===== src/rtl/lpfd_pkg.sv =====
// ----------------------------------------------------------------------------
// lpfd_pkg
// Shared types and constants of the length-prefixed frame deframer.
// ----------------------------------------------------------------------------
`default_nettype none

package lpfd_pkg;

   localparam int unsigned ByteW    = 8;
   localparam int unsigned FieldW   = 16;
   localparam int unsigned KindW    = 3;
   localparam int unsigned RspDataW = ByteW + FieldW;

   // Result kinds as they appear on the result channel's tuser.
   typedef enum logic [KindW-1:0] {
      KIND_PAYLOAD = 3'd0,
      KIND_EMPTY   = 3'd1,
      KIND_BAD_ID  = 3'd2,
      KIND_BAD_LEN = 3'd3,
      KIND_FAULT   = 3'd4
   } kind_type;

   localparam logic [FieldW-1:0] SizeLimitReset = 16'd1024;

endpackage

`default_nettype wire


===== src/rtl/length_prefixed_frame_deframer.sv =====
// ----------------------------------------------------------------------------
// length_prefixed_frame_deframer
// Splits a byte stream into frames with a big-endian id and length header,
// emits the payload bytes tagged with the frame id, and reports errors.
// ----------------------------------------------------------------------------
//  channel  | direction | tdata                         | tuser       | tlast
//  req_     | in        | data_byte                     | link_fault  | -
//  rsp_     | out       | payload_byte, message_id      | kind        | last
//  csr_     | in        | size_limit (write only)       | -           | -
//
//  A request is accepted every cycle while the result path moves; each byte
//  passes the input register, and any result it gives the result register.
//  The frame state (header count, bytes left, id) updates as each byte leaves
//  the input register, so sustained throughput is one byte per clock when not stalled.
//  A stalled result holds the input register; reset is synchronous and
//  returns the block to the header state with the error halt cleared.
// ----------------------------------------------------------------------------
`default_nettype none

module length_prefixed_frame_deframer #(
   parameter int unsigned ID_BYTES     = 2,
   parameter int unsigned LENGTH_BYTES = 2
) (
   input  wire logic                                  clock,
   input  wire logic                                  reset,
   // Request channel.
   input  wire logic                                  req_tvalid,
   output logic                                       req_tready,
   input  wire logic [lpfd_pkg::ByteW-1:0]            req_tdata,  // [7:0] data_byte
   input  wire logic                                  req_tuser,  // [0] link_fault
   // Result channel.
   output logic                                       rsp_tvalid,
   input  wire logic                                  rsp_tready,
   output logic [lpfd_pkg::RspDataW-1:0]              rsp_tdata,  // [7:0] payload_byte,
                                                                  // [23:8] message_id
   output logic [lpfd_pkg::KindW-1:0]                 rsp_tuser,  // [2:0] kind
   output logic                                       rsp_tlast,  // last
   // Configuration.
   input  wire logic                                  csr_wr_en,
   input  wire logic [lpfd_pkg::FieldW-1:0]           csr_wr_data // size_limit
);

   localparam int unsigned HdrBytes = ID_BYTES + LENGTH_BYTES;
   localparam int unsigned HdrCntW  = $clog2(HdrBytes);
   localparam int unsigned HdrW     = 8 * (HdrBytes - 1);
   localparam int unsigned FullW    = 8 * HdrBytes;
   localparam int unsigned LenW     = 8 * LENGTH_BYTES;
   localparam int unsigned IdW      = 8 * ID_BYTES;
   localparam logic [HdrCntW-1:0] HdrLast = HdrCntW'(HdrBytes - 1);

   logic [lpfd_pkg::FieldW-1:0] size_limit_ff;

   // Input register.
   logic                       in_valid_ff, in_valid_in;
   logic [lpfd_pkg::ByteW-1:0] in_byte_ff;
   logic                       in_fault_ff;

   // Frame state.
   logic                        in_payload_ff, in_payload_in;
   logic [HdrCntW-1:0]          hdr_cnt_ff, hdr_cnt_in;
   logic [HdrW-1:0]             hdr_bytes_ff, hdr_bytes_in;
   logic [lpfd_pkg::FieldW-1:0] cur_id_ff, cur_id_in;
   logic [lpfd_pkg::FieldW-1:0] bytes_left_ff, bytes_left_in;
   logic                        halted_ff, halted_in;

   // Result register.
   logic                        rsp_valid_ff, rsp_valid_in;
   lpfd_pkg::kind_type          rsp_kind_ff;
   logic [lpfd_pkg::ByteW-1:0]  rsp_byte_ff;
   logic [lpfd_pkg::FieldW-1:0] rsp_id_ff;
   logic                        rsp_last_ff;

   // Result of the item being processed this cycle.
   logic                        res_valid;
   lpfd_pkg::kind_type          res_kind;
   logic [lpfd_pkg::ByteW-1:0]  res_byte;
   logic [lpfd_pkg::FieldW-1:0] res_id;
   logic                        res_last;

   logic                        advance;
   logic [FullW-1:0]            hdr_full;
   logic [lpfd_pkg::FieldW-1:0] hdr_id;
   logic [lpfd_pkg::FieldW-1:0] hdr_len;

   assign advance    = in_valid_ff && (!rsp_valid_ff || rsp_tready);
   assign req_tready = !in_valid_ff || advance;

   assign hdr_full = {hdr_bytes_ff, in_byte_ff};
   assign hdr_len  = lpfd_pkg::FieldW'(hdr_full[LenW-1:0]);
   assign hdr_id   = lpfd_pkg::FieldW'(hdr_full[FullW-1 -: IdW]);

   always_comb begin
      in_payload_in = in_payload_ff;
      hdr_cnt_in    = hdr_cnt_ff;
      hdr_bytes_in  = hdr_bytes_ff;
      cur_id_in     = cur_id_ff;
      bytes_left_in = bytes_left_ff;
      halted_in     = halted_ff;
      res_valid     = 1'b0;
      res_kind      = lpfd_pkg::KIND_PAYLOAD;
      res_byte      = '0;
      res_id        = cur_id_ff;
      res_last      = 1'b0;

      if (advance && !halted_ff) begin
         if (in_fault_ff) begin
            halted_in = 1'b1;
            res_valid = 1'b1;
            res_kind  = lpfd_pkg::KIND_FAULT;
         end else if (in_payload_ff) begin
            res_valid     = 1'b1;
            res_byte      = in_byte_ff;
            res_last      = (bytes_left_ff <= lpfd_pkg::FieldW'(1));
            bytes_left_in = bytes_left_ff - lpfd_pkg::FieldW'(1);
            if (res_last) begin
               bytes_left_in = '0;
               in_payload_in = 1'b0;
               hdr_cnt_in    = '0;
               hdr_bytes_in  = '0;
            end
         end else if (hdr_cnt_ff != HdrLast) begin
            hdr_bytes_in = HdrW'({hdr_bytes_ff, in_byte_ff});
            hdr_cnt_in   = hdr_cnt_ff + HdrCntW'(1);
         end else begin
            // Header complete: the id is checked before the length.
            hdr_cnt_in   = '0;
            hdr_bytes_in = '0;
            if (hdr_id > size_limit_ff) begin
               halted_in = 1'b1;
               res_valid = 1'b1;
               res_kind  = lpfd_pkg::KIND_BAD_ID;
               res_id    = hdr_id;
            end else if (hdr_len > size_limit_ff) begin
               halted_in = 1'b1;
               res_valid = 1'b1;
               res_kind  = lpfd_pkg::KIND_BAD_LEN;
               res_id    = hdr_id;
            end else begin
               cur_id_in = hdr_id;
               if (hdr_len == '0) begin
                  res_valid = 1'b1;
                  res_kind  = lpfd_pkg::KIND_EMPTY;
                  res_id    = hdr_id;
                  res_last  = 1'b1;
               end else begin
                  bytes_left_in = hdr_len;
                  in_payload_in = 1'b1;
               end
            end
         end
      end
   end

   always_comb begin
      in_valid_in = in_valid_ff;
      if (req_tvalid && req_tready) begin
         in_valid_in = 1'b1;
      end else if (advance) begin
         in_valid_in = 1'b0;
      end
      rsp_valid_in = rsp_valid_ff && !rsp_tready;
      if (advance && res_valid) begin
         rsp_valid_in = 1'b1;
      end
   end

   always_ff @(posedge clock) begin
      if (reset) begin
         size_limit_ff <= lpfd_pkg::SizeLimitReset;
         in_valid_ff   <= 1'b0;
         in_payload_ff <= 1'b0;
         hdr_cnt_ff    <= '0;
         hdr_bytes_ff  <= '0;
         cur_id_ff     <= '0;
         bytes_left_ff <= '0;
         halted_ff     <= 1'b0;
         rsp_valid_ff  <= 1'b0;
      end else begin
         if (csr_wr_en) begin
            size_limit_ff <= csr_wr_data;
         end
         in_valid_ff   <= in_valid_in;
         in_payload_ff <= in_payload_in;
         hdr_cnt_ff    <= hdr_cnt_in;
         hdr_bytes_ff  <= hdr_bytes_in;
         cur_id_ff     <= cur_id_in;
         bytes_left_ff <= bytes_left_in;
         halted_ff     <= halted_in;
         rsp_valid_ff  <= rsp_valid_in;
      end
   end

   always_ff @(posedge clock) begin
      if (req_tvalid && req_tready) begin
         in_byte_ff  <= req_tdata;
         in_fault_ff <= req_tuser;
      end
      if (advance && res_valid) begin
         rsp_kind_ff <= res_kind;
         rsp_byte_ff <= res_byte;
         rsp_id_ff   <= res_id;
         rsp_last_ff <= res_last;
      end
   end

   assign rsp_tvalid = rsp_valid_ff;
   assign rsp_tdata  = {rsp_id_ff, rsp_byte_ff};
   assign rsp_tuser  = rsp_kind_ff;
   assign rsp_tlast  = rsp_last_ff;

endmodule

`default_nettype wire


===== config.mk =====
export PLATFORM = sky130hd
export DESIGN_NAME = length_prefixed_frame_deframer
export DESIGN_NICKNAME = d
export VERILOG_FILES = /design/src/rtl/lpfd_pkg.sv /design/src/rtl/length_prefixed_frame_deframer.sv
export SDC_FILE = /design/constraint.sdc
export NUM_CORES = 1
export LEC_CHECK = 0
export ABC_AREA = 1
export BUFFER_PORTS_ARGS = -buffer_cell sky130_fd_sc_hd__buf_2
export CORE_ASPECT_RATIO = 1.5
export CORE_MARGIN = 3
export CORE_UTILIZATION = 64
export DETAILED_ROUTE_END_ITERATION = 6
export HOLD_SLACK_MARGIN = 0.1
export PLACE_DENSITY_LB_ADDON = 0.1
export SYNTH_ARGS = -nofsm -noshare
export SYNTH_HDL_FRONTEND = slang
export SYNTH_SLANG_ARGS = --single-unit

===== constraint.sdc =====
create_clock -name clock -period 5.7 [get_ports clock]
set_input_delay 1.14 -clock clock [delete_from_list [all_inputs] [get_ports clock]]
set_output_delay 1.14 -clock clock [all_outputs]
set_load 0.02 [all_outputs]

==> results.json, run 1 <==
{
  "status": "finished, final reports clean",
  "finalSetupTns_ns": 0,
  "drive_above_1_share_pct": 18.2,
  "cp-end-kind": "flip-flop",
  "yosys_warnings": 0,
  "cp-start-kind": "flip-flop",
  "synth.area.top_cells": "dfxtp_1 27%, edfxtp_1 19%, ha_1 7.5%, a21oi_1 7.3%, nand2_1 5.2%",
  "die_h_um": 123,
  "max-cap-violations": 0,
  "insertion_delay_ns": 0.42,
  "worstReg2RegStart": "in_byte_ff[1]",
  "globalplace.congestion": 0.880,
  "worstPathCellList": "ha_1 > nand2_1 > nand2_1 > nand2_1 > nand2_1 > nand2_1 > nand2_1 > nand2_1 > nand2_1 > nand2_2 > nand3_1 > nand2_1 > nand2_1 > nand2_1 > inv_1",
  "coreArea_um2": 8880,
  "synth.ff_latch_count": 115,
  "fin_ws_ns": 2.67,
  "cp.arrival_ns": 3.05,
  "wl_per_cell_um": 16.8,
  "synth_top_area_share_pct": 26.7,
  "ys_seq_area_share_pct": 45.7,
  "crit_type": "reg2reg",
  "grt_pass1_wl_mm": 23.5,
  "synth_area_um2": 5850,
  "crit_top_cell": "nand2_1",
  "clk_pin_slew_worst_paths_ns": 0.05,
  "ant_nets": 0,
  "peakVddDrop_mv": 0.249,
  "clock-sinks": 115,
  "area_growth_pct": 14.4,
  "p_seq_share_pct": 42.6,
  "start_util_pct": 65.9,
  "hold_class": "reg2reg",
  "die_area_um2": 10400,
  "drv_slew": 0,
  "htreeDepth": 4,
  "slew_headroom_pct": 16.5,
  "dp_hpwl_mm": 10.2,
  "io_buffers": 59,
  "fin_crit_ns": 3.03,
  "p_switching_mw": 0.518,
  "r2r_end": "rsp_id_ff[11]",
  "holdBufCountCts": 0,
  "fmax_mhz": 330,
  "num_vias": 4963,
  "rows": 42,
  "whs_path_depth": 2,
  "crit_fanout": 28,
  "required_ns": 5.72,
  "synth.avg_cell_area_um2": 8.45,
  "hold_end": "cur_id_ff[1]",
  "cts_buffers": 17,
  "p_leak_nw": 3.00,
  "synth_nets": 758,
  "grt_max_degree": 56,
  "powerDensity_nw_per_um2": 314,
  "setup_viol": 0,
  "fin_skew_ns": 0.00822,
  "switching_share_pct": 24.6,
  "worst_pin_slew_ns": 1.25,
  "post-route-cell-area_um2": 6700,
  "rrSetupSlack_ns": 2.67,
  "nNetsFinal": 806,
  "cpPeakStageDelay_ns": 0.90,
  "drt_pass1_iterations": 5,
  "antenna_cells": 0,
  "fillers": 671,
  "utilization_pct": 75.4,
  "drt-initial-drc-count": 338,
  "wirelength_mm": 14.5,
  "cp_slowest_cell": "inv_1",
  "min_period_over_period_pct": 53.1,
  "cts_resized": 0,
  "rsz0062_at_grt": "no",
  "p_clk_share_pct": 47.7,
  "via_per_inst": 5.74,
  "synth_cells": 693,
  "ioPinCount": 60,
  "placed_area_um2": 6130,
  "cts_setup_buffers": 0,
  "antenna_found_initial": 0,
  "synth_top_area_cell": "dfxtp_1",
  "ff2ff_path_depth": 15,
  "p_int_mw": 1.58,
  "cts_tree": "yes",
  "track_usage_pct": 29.3,
  "cts-root-buf": "clkbuf_16",
  "final_cell_mix": "85 x a21oi_1, 81 x nand2_1, 78 x dfxtp_1",
  "die_w_um": 84.1,
  "synth_cell_type_count": 44,
  "gr-total-overflow": 0,
  "post-place-ws_ns": 2.66,
  "timing.final.hold_violations": 0,
  "hp-start": "cur_id_ff[1]",
  "clock_path_buffers": 2,
  "comb_power_share_pct": 9.7,
  "p_total_mw": 2.10,
  "route.detailed.drc": 0,
  "mostFrequentLayoutCell": "a21oi_1",
  "grt_pass1_vias": 4997
}
## Yosys cell counts, drive strengths merged
| cell type | n |
|---|---|
| buf | 13 |
| o21a | 2 |
| o31ai | 1 |
| edfxtp | 37 |
| a21oi | 85 |
| clkinv | 1 |
| a211oi | 3 |
| nand2 | 86 |
| nor4 | 4 |
| a21o | 1 |
| o21ai | 59 |
| o21bai | 1 |
| nor3 | 12 |
| nand3 | 40 |
| o22ai | 11 |
| o211ai | 1 |
| nor2 | 95 |
| o32ai | 1 |
| nand4 | 6 |
| and2 | 1 |
| inv | 82 |
| xor2 | 9 |
| dfxtp | 78 |
| ha | 35 |
| xnor2 | 1 |
| a21boi | 1 |
| nand3b | 4 |
| clkbuf | 19 |
| a31oi | 4 |
## worst max-delay path: cells and delay by family, from the launching register on
kind	cells	cell delay, ns
flip-flops	1	0.45
buffers and inverters	1	0.90
AND/OR/NAND/NOR	13	0.94
adder cells (fa/ha/maj)	1	0.33
## routing by layer
metal  track usage [%]  vias up  routed length [µm]
met5                 0        -                   0
met4              18.3        0                 657
met3              6.53       60                 793
met2              54.1      167                7830
met1              29.6     2303                5230
li1                  -     2433                   -
## cell type report
type / instances / area, µm² / area share, %
Timing Repair Buffer: 61 / 310 / 4.63
Clock buffer: 22 / 485 / 7.25
Inverter: 83 / 313 / 4.67
Clock inverter: 10 / 81.3 / 1.21
Tap cell: 110 / 138 / 2.06
Sequential cell: 115 / 2670 / 39.9
Multi-Input combinational cell: 463 / 2700 / 40.3
## power groups by stage
stage               Clock (mW)  Combinational [mW]  Sequential [mW]
finish                    1.00               0.204            0.896
global route              1.05               0.228            0.898
CTS                       1.01               0.202            0.896
detailed placement           0               0.201            0.912
global placement             0               0.192            0.911
floorplan                    0               0.143            0.911
## per-stage QoR
step | std cells | hold slack [ns]
6_report | 864 | 0.444
5_1_grt | 864 | 0.459
4_1_cts | 864 | 0.446
3_5_place_dp | 832 | 0.438
3_3_place_gp | 832 | 0.434
2_1_floorplan | 693 | 0.424
## kinds of logic after synthesis
| kind of cell | after synthesis | synth area share [%] |
|---|---|---|
| buffers and inverters | 115 | 8.27 |
| AND/OR/NAND/NOR | 248 | 21.7 |
| AO/OA/AOI/OAI | 170 | 15.4 |
| flip-flops | 115 | 45.7 |
| XOR/XNOR | 10 | 1.50 |
| adder cells (fa/ha/maj) | 35 | 7.48 |
## flip-flops by register name, indices dropped and copies added (netlist names)
| name | count |
|---|---|
| in_payload_ff | 1 |
| in_valid_ff | 1 |
| rsp_tuser | 3 |
| cur_id_ff | 16 |
| rsp_id_ff | 16 |
| rsp_tvalid | 1 |
| rsp_byte_ff | 8 |
| size_limit_ff | 16 |
| rsp_tlast | 1 |
| bytes_left_ff | 16 |
| in_byte_ff | 8 |
| in_fault_ff | 1 |
| hdr_bytes_ff | 24 |
| halted_ff | 1 |
| hdr_cnt_ff | 2 |
## how the worst max path moves through the flow
stage             startpoint               end  slack, ns  cells past startpoint
5_1_grt        in_byte_ff[1]     rsp_id_ff[12]       2.39                     15
6_report       in_byte_ff[1]     rsp_id_ff[11]       2.67                     15
4_1_cts        in_byte_ff[1]     rsp_id_ff[11]       2.66                     15
3_3_place_gp      rsp_tready     rsp_id_ff[11]       2.69                      9
3_5_place_dp      rsp_tready  bytes_left_ff[2]       2.66                      9
2_1_floorplan     rsp_tready        req_tready       3.10                      2
No activity file was read; power rests on OpenSTA's default activity.
==> inputs of run 2 (changes only) <==
Settings changed: CORE_UTILIZATION 64 to 53.
Clock period 5.7 ns to 2.7 ns, I/O delays scaled along.
==> results.json, run 2 (synthesis gave the netlist of run 1 again) <==
{
  "cts_tree": "yes",
  "drt-initial-drc-count": 193,
  "route.detailed.drc": 0,
  "fin_crit_ns": 2.41,
  "cp-start-kind": "flip-flop",
  "fillers": 959,
  "area_growth_pct": 16.7,
  "cp-end-kind": "flip-flop",
  "slew_headroom_pct": 54.9,
  "rows": 46,
  "mostFrequentLayoutCell": "a21oi_1",
  "crit_type": "reg2reg",
  "max-cap-violations": 0,
  "grt_max_degree": 62,
  "ff_latch_area_um2": 2670,
  "nNetsFinal": 815,
  "p_int_mw": 3.44,
  "drive_above_1_share_pct": 19.4,
  "worst_pin_slew_ns": 0.676,
  "setup_viol": 0,
  "finalSetupTns_ns": 0,
  "powerDensity_nw_per_um2": 671,
  "htreeDepth": 4,
  "antenna_cells": 0,
  "grt_pass1_vias": 4890,
  "worstPathCellList": "ha_1 > nand2_1 > nor2_1 > nand2_1 > nand2_1 > nand2_1 > nand2_1 > nand2_2 > nand3_1 > nand2_1 > nand2_1 > nand2_1 > inv_1 > buf_4",
  "p_leak_nw": 3.05,
  "cts-root-buf": "clkbuf_16",
  "io_buffers": 59,
  "timing.final.hold_violations": 0,
  "via_per_inst": 5.38,
  "cp.arrival_ns": 2.51,
  "cts_setup_buffers": 0,
  "die_area_um2": 12400,
  "p_switching_mw": 1.14,
  "grt_pass1_wl_mm": 23.9,
  "comb_power_share_pct": 9.4,
  "p_clk_share_pct": 49.3,
  "fin_skew_ns": 0.00994,
  "start_util_pct": 54.7,
  "cts_buffers": 17,
  "clock_path_buffers": 2,
  "ant_nets": 0,
  "die_w_um": 91.8,
  "num_vias": 4883,
  "worst-path-buf-inv": 2,
  "cts_resized": 0,
  "antenna_found_initial": 0,
  "hold_class": "in2reg",
  "track_usage_pct": 24.9,
  "dp_hpwl_mm": 10.6,
  "crit_family": "simple AND/OR/NAND/NOR gates",
  "largest_register_ff_count": 24,
  "insertion_delay_ns": 0.42,
  "globalplace.congestion": 0.892,
  "regMostFlops": "hdr_bytes_ff",
  "status": "finished, final reports clean",
  "cp_slowest_cell": "edfxtp_1",
  "peakVddDrop_mv": 0.509,
  "drt_pass1_iterations": 5,
  "min_period_over_period_pct": 89.4,
  "coreArea_um2": 10700,
  "wirelength_mm": 14.8,
  "clock-sinks": 115,
  "wl_per_cell_um": 16.4,
  "final_cell_mix": "85 x a21oi_1, 81 x nand2_1, 78 x dfxtp_1",
  "switching_share_pct": 24.9,
  "clk_pin_slew_worst_paths_ns": 0.06,
  "p_seq_share_pct": 41.3,
  "die_h_um": 135,
  "fmax_mhz": 414,
  "ioPinCount": 60,
  "crit_top_cell": "nand2_1",
  "rsz0062_at_grt": "no",
  "required_ns": 2.79,
  "holdBufCountCts": 0,
  "gr-total-overflow": 0,
  "drv_slew": 0,
  "multi_input_area_um2": 2700,
  "crit_fanout": 19,
  "cpPeakStageDelay_ns": 0.45,
  "p_total_mw": 4.59
}
-- run 2: changes by cell type in the layout (fill, tap and decap cells not counted) --
cell / change
inv_6: +1
clkinv_4: +2
clkbuf_16: -1
clkbuf_8: -2
bufinv_16: +2
buf_4: +9
clkinv_1: -3
inv_1: +1
-- run 2: path summary, 6_finish.rpt --
check | from | endpoint | slack (ns) | depth (start not counted)
max reg2reg | in_byte_ff[7] | rsp_id_ff[11] | 0.29 | 14
min reg2reg | cur_id_ff[1] | cur_id_ff[1] | 0.45 | 2
max | in_byte_ff[7] | rsp_id_ff[11] | 0.29 | 14
min | req_tuser | in_fault_ff | 0.30 | 1
-- run 2: power by group through the flow --
| stage | Combinational [mW] | Sequential [mW] | Clock [mW] |
|---|---|---|---|
| after global routing | 0.488 | 1.90 | 2.35 |
| after global placement | 0.412 | 1.93 | 0 |
| after detailed placement | 0.427 | 1.93 | 0 |
| final | 0.432 | 1.89 | 2.26 |
| after floorplan | 0.302 | 1.92 | 0 |
| after CTS | 0.431 | 1.89 | 2.28 |
-- run 2: worst reg2reg max path, cell delays in order, from the launching register on --
cell,delay (ns)
edfxtp_1,0.45
ha_1,0.34
nand2_1,0.09
nor2_1,0.15
nand2_1,0.08
nand2_1,0.06
nand2_1,0.05
nand2_1,0.07
nand2_2,0.10
nand3_1,0.14
nand2_1,0.07
nand2_1,0.07
nand2_1,0.06
inv_1,0.08
buf_4,0.27
-- run 2: per-layer routing --
layer	global-route usage, %	wire length, µm	part of all wire (%)	up-vias
li1	-	-	-	2453
met1	26.1	5650	38	2276
met2	46.6	8190	55	125
met3	6.63	631	4.3	29
met4	10.1	373	2.5	0
met5	0	0	0	-
-- run 2: final cells by class --
cell class / instances / share of cell area [%]
flip-flops and latches: 115 / 39.1
clock inverters: 13 / 2.34
multi-input cells: 463 / 39.5
clock buffers: 19 / 6.34
inverters: 83 / 4.58
well taps: 144 / 2.64
repair buffers: 70 / 5.53
-- run 2: metrics by stage --
step,std cells,setup slack (ns),hold slack [ns],cell area (µm²),util (%)
6_report,907,0.286,0.296,6830,63.8
5_1_grt,907,0.0481,0.280,6830,63.8
4_1_cts,907,0.307,0.286,6830,63.8
2_1_floorplan,693,0.279,0.424,5850,-
3_5_place_dp,875,0.332,0.440,6240,58.3
3_3_place_gp,875,0.428,0.436,6240,58.3
==> inputs of run 3 (changes only) <==
Settings changed: CTS_BUF_LIST set to sky130_fd_sc_hd__clkbuf_16, CTS_CLUSTER_DIAMETER set to 50, RECOVER_POWER set to 25.
==> results.json, run 3 (synthesis gave the netlist of run 1 again) <==
{
  "status": "finished, final reports clean",
  "regMostFlops": "hdr_bytes_ff",
  "cts-root-buf": "clkbuf_16",
  "fillers": 969,
  "htreeDepth": 4,
  "rows": 46,
  "cp-end-kind": "flip-flop",
  "setup_viol": 0,
  "crit_path_start": "in_byte_ff[7]",
  "hold_end": "in_fault_ff",
  "worst-path-buf-inv": 2,
  "cp.arrival_ns": 2.51,
  "nNetsFinal": 815,
  "largest_register_ff_count": 24,
  "rrSetupSlack_ns": 0.29,
  "coreArea_um2": 10700,
  "crit_fanout": 19,
  "clk_pin_slew_worst_paths_ns": 0.06,
  "dp_hpwl_mm": 10.6,
  "r2r_end": "rsp_id_ff[11]",
  "whs_path_depth": 1,
  "insertion_delay_ns": 0.42,
  "worstPathCellList": "ha_1 > nand2_1 > nor2_1 > nand2_1 > nand2_1 > nand2_1 > nand2_1 > nand2_2 > nand3_1 > nand2_1 > nand2_1 > nand2_1 > inv_1 > buf_4",
  "via_per_inst": 5.38,
  "io_buffers": 59,
  "worst_pin_slew_ns": 1.11,
  "cp-start-kind": "flip-flop",
  "slew_headroom_pct": 26.0,
  "drt_pass1_iterations": 5,
  "clock-sinks": 115,
  "max-cap-violations": 0,
  "hp-start": "req_tuser",
  "antenna_cells": 0,
  "grt_pass1_wl_mm": 23.9,
  "required_ns": 2.79,
  "die_h_um": 135,
  "ioPinCount": 60,
  "worstReg2RegStart": "in_byte_ff[7]",
  "antenna_found_initial": 0,
  "drt-initial-drc-count": 190,
  "holdBufCountCts": 0,
  "clock_path_buffers": 2,
  "crit_family": "simple AND/OR/NAND/NOR gates",
  "cts_buffers": 17,
  "crit_top_cell": "nand2_1",
  "grt_max_degree": 62,
  "crit_type": "reg2reg",
  "gr-total-overflow": 0,
  "drv_slew": 0,
  "wl_per_cell_um": 16.3,
  "p_total_mw": 4.57,
  "fin_skew_ns": 0.00944,
  "drive_above_1_share_pct": 17.8,
  "die_w_um": 91.8,
  "grt_pass1_vias": 4890,
  "cts_tree": "yes",
  "mostFrequentLayoutCell": "a21oi_1",
  "globalplace.congestion": 0.892,
  "ant_nets": 0,
  "rsz0062_at_grt": "no",
  "area_growth_pct": 16.2,
  "ff2ff_path_depth": 14,
  "route.detailed.drc": 0,
  "cp_slowest_cell": "edfxtp_1",
  "start_util_pct": 54.7,
  "die_area_um2": 12400,
  "final_cell_mix": "85 x a21oi_1, 81 x nand2_1, 78 x inv_1, 78 x dfxtp_1, 70 x nor2_1",
  "fin_crit_ns": 2.41,
  "min_period_over_period_pct": 89.4,
  "finalSetupTns_ns": 0,
  "wirelength_mm": 14.8,
  "cts_resized": 0,
  "powerDensity_nw_per_um2": 672,
  "peakVddDrop_mv": 0.507,
  "num_vias": 4876,
  "fmax_mhz": 414,
  "p_leak_nw": 3.03,
  "cts_setup_buffers": 0,
  "hold_class": "in2reg",
  "timing.final.hold_violations": 0,
  "track_usage_pct": 24.9,
  "cpPeakStageDelay_ns": 0.45
}
==> run 3: cell types whose count changed in the layout (fill, tap and decap cells not counted) <==
cell      change
buf_2        -11
nand3_4       -1
clkbuf_2      +1
nand3_1       +1
buf_4         -1
inv_1         +2
clkbuf_1      +9
==> run 3: worst max path at each step <==
stage / endpoint / slack (ns) / cells after the start
4_1_cts: rsp_id_ff[11] / 0.31 / 16
6_report: rsp_id_ff[11] / 0.29 / 14
3_5_place_dp: rsp_id_ff[11] / 0.33 / 14
3_3_place_gp: rsp_id_ff[11] / 0.43 / 14
5_1_grt: rsp_id_ff[9] / 0.05 / 14
2_1_floorplan: rsp_byte_ff[0] / 0.28 / 13
==> run 3: per-stage QoR <==
step	worst slack (ns)	instances	utilization (%)	area, µm²	hold WS [ns]
global route	0.0464	907	63.6	6800	0.280
finish	0.286	907	63.6	6800	0.298
detailed placement	0.332	875	58.3	6240	0.440
floorplan	0.279	693	-	5850	0.424
global placement	0.428	875	58.3	6240	0.436
CTS	0.307	907	63.8	6830	0.286
==> run 3: power by group <==
part           switching (mW)  internal, mW
combinational           0.278         0.151
clock                   0.813          1.44
sequential             0.0504          1.84
total                    1.14          3.43
==> run 3: final cells by class <==
type | instances | area (µm²) | area share [%]
sequential | 115 | 2670 | 39.3
clock inverter | 15 | 168 | 2.46
timing repair buffer | 70 | 362 | 5.31
inverter | 83 | 313 | 4.60
tap | 144 | 180 | 2.65
clock buffer | 17 | 425 | 6.25
multi-input combinational | 463 | 2680 | 39.4
==> run 3: layer usage <==
| metal | GRT usage [%] | routed length, µm | part of all wire (%) | vias up |
|---|---|---|---|---|
| li1 | - | - | - | 2453 |
| met3 | 6.63 | 699 | 4.7 | 26 |
| met2 | 46.6 | 8180 | 55 | 137 |
| met5 | 0 | 0 | 0 | - |
| met4 | 10.1 | 347 | 2.3 | 0 |
| met1 | 26.1 | 5580 | 38 | 2260 |
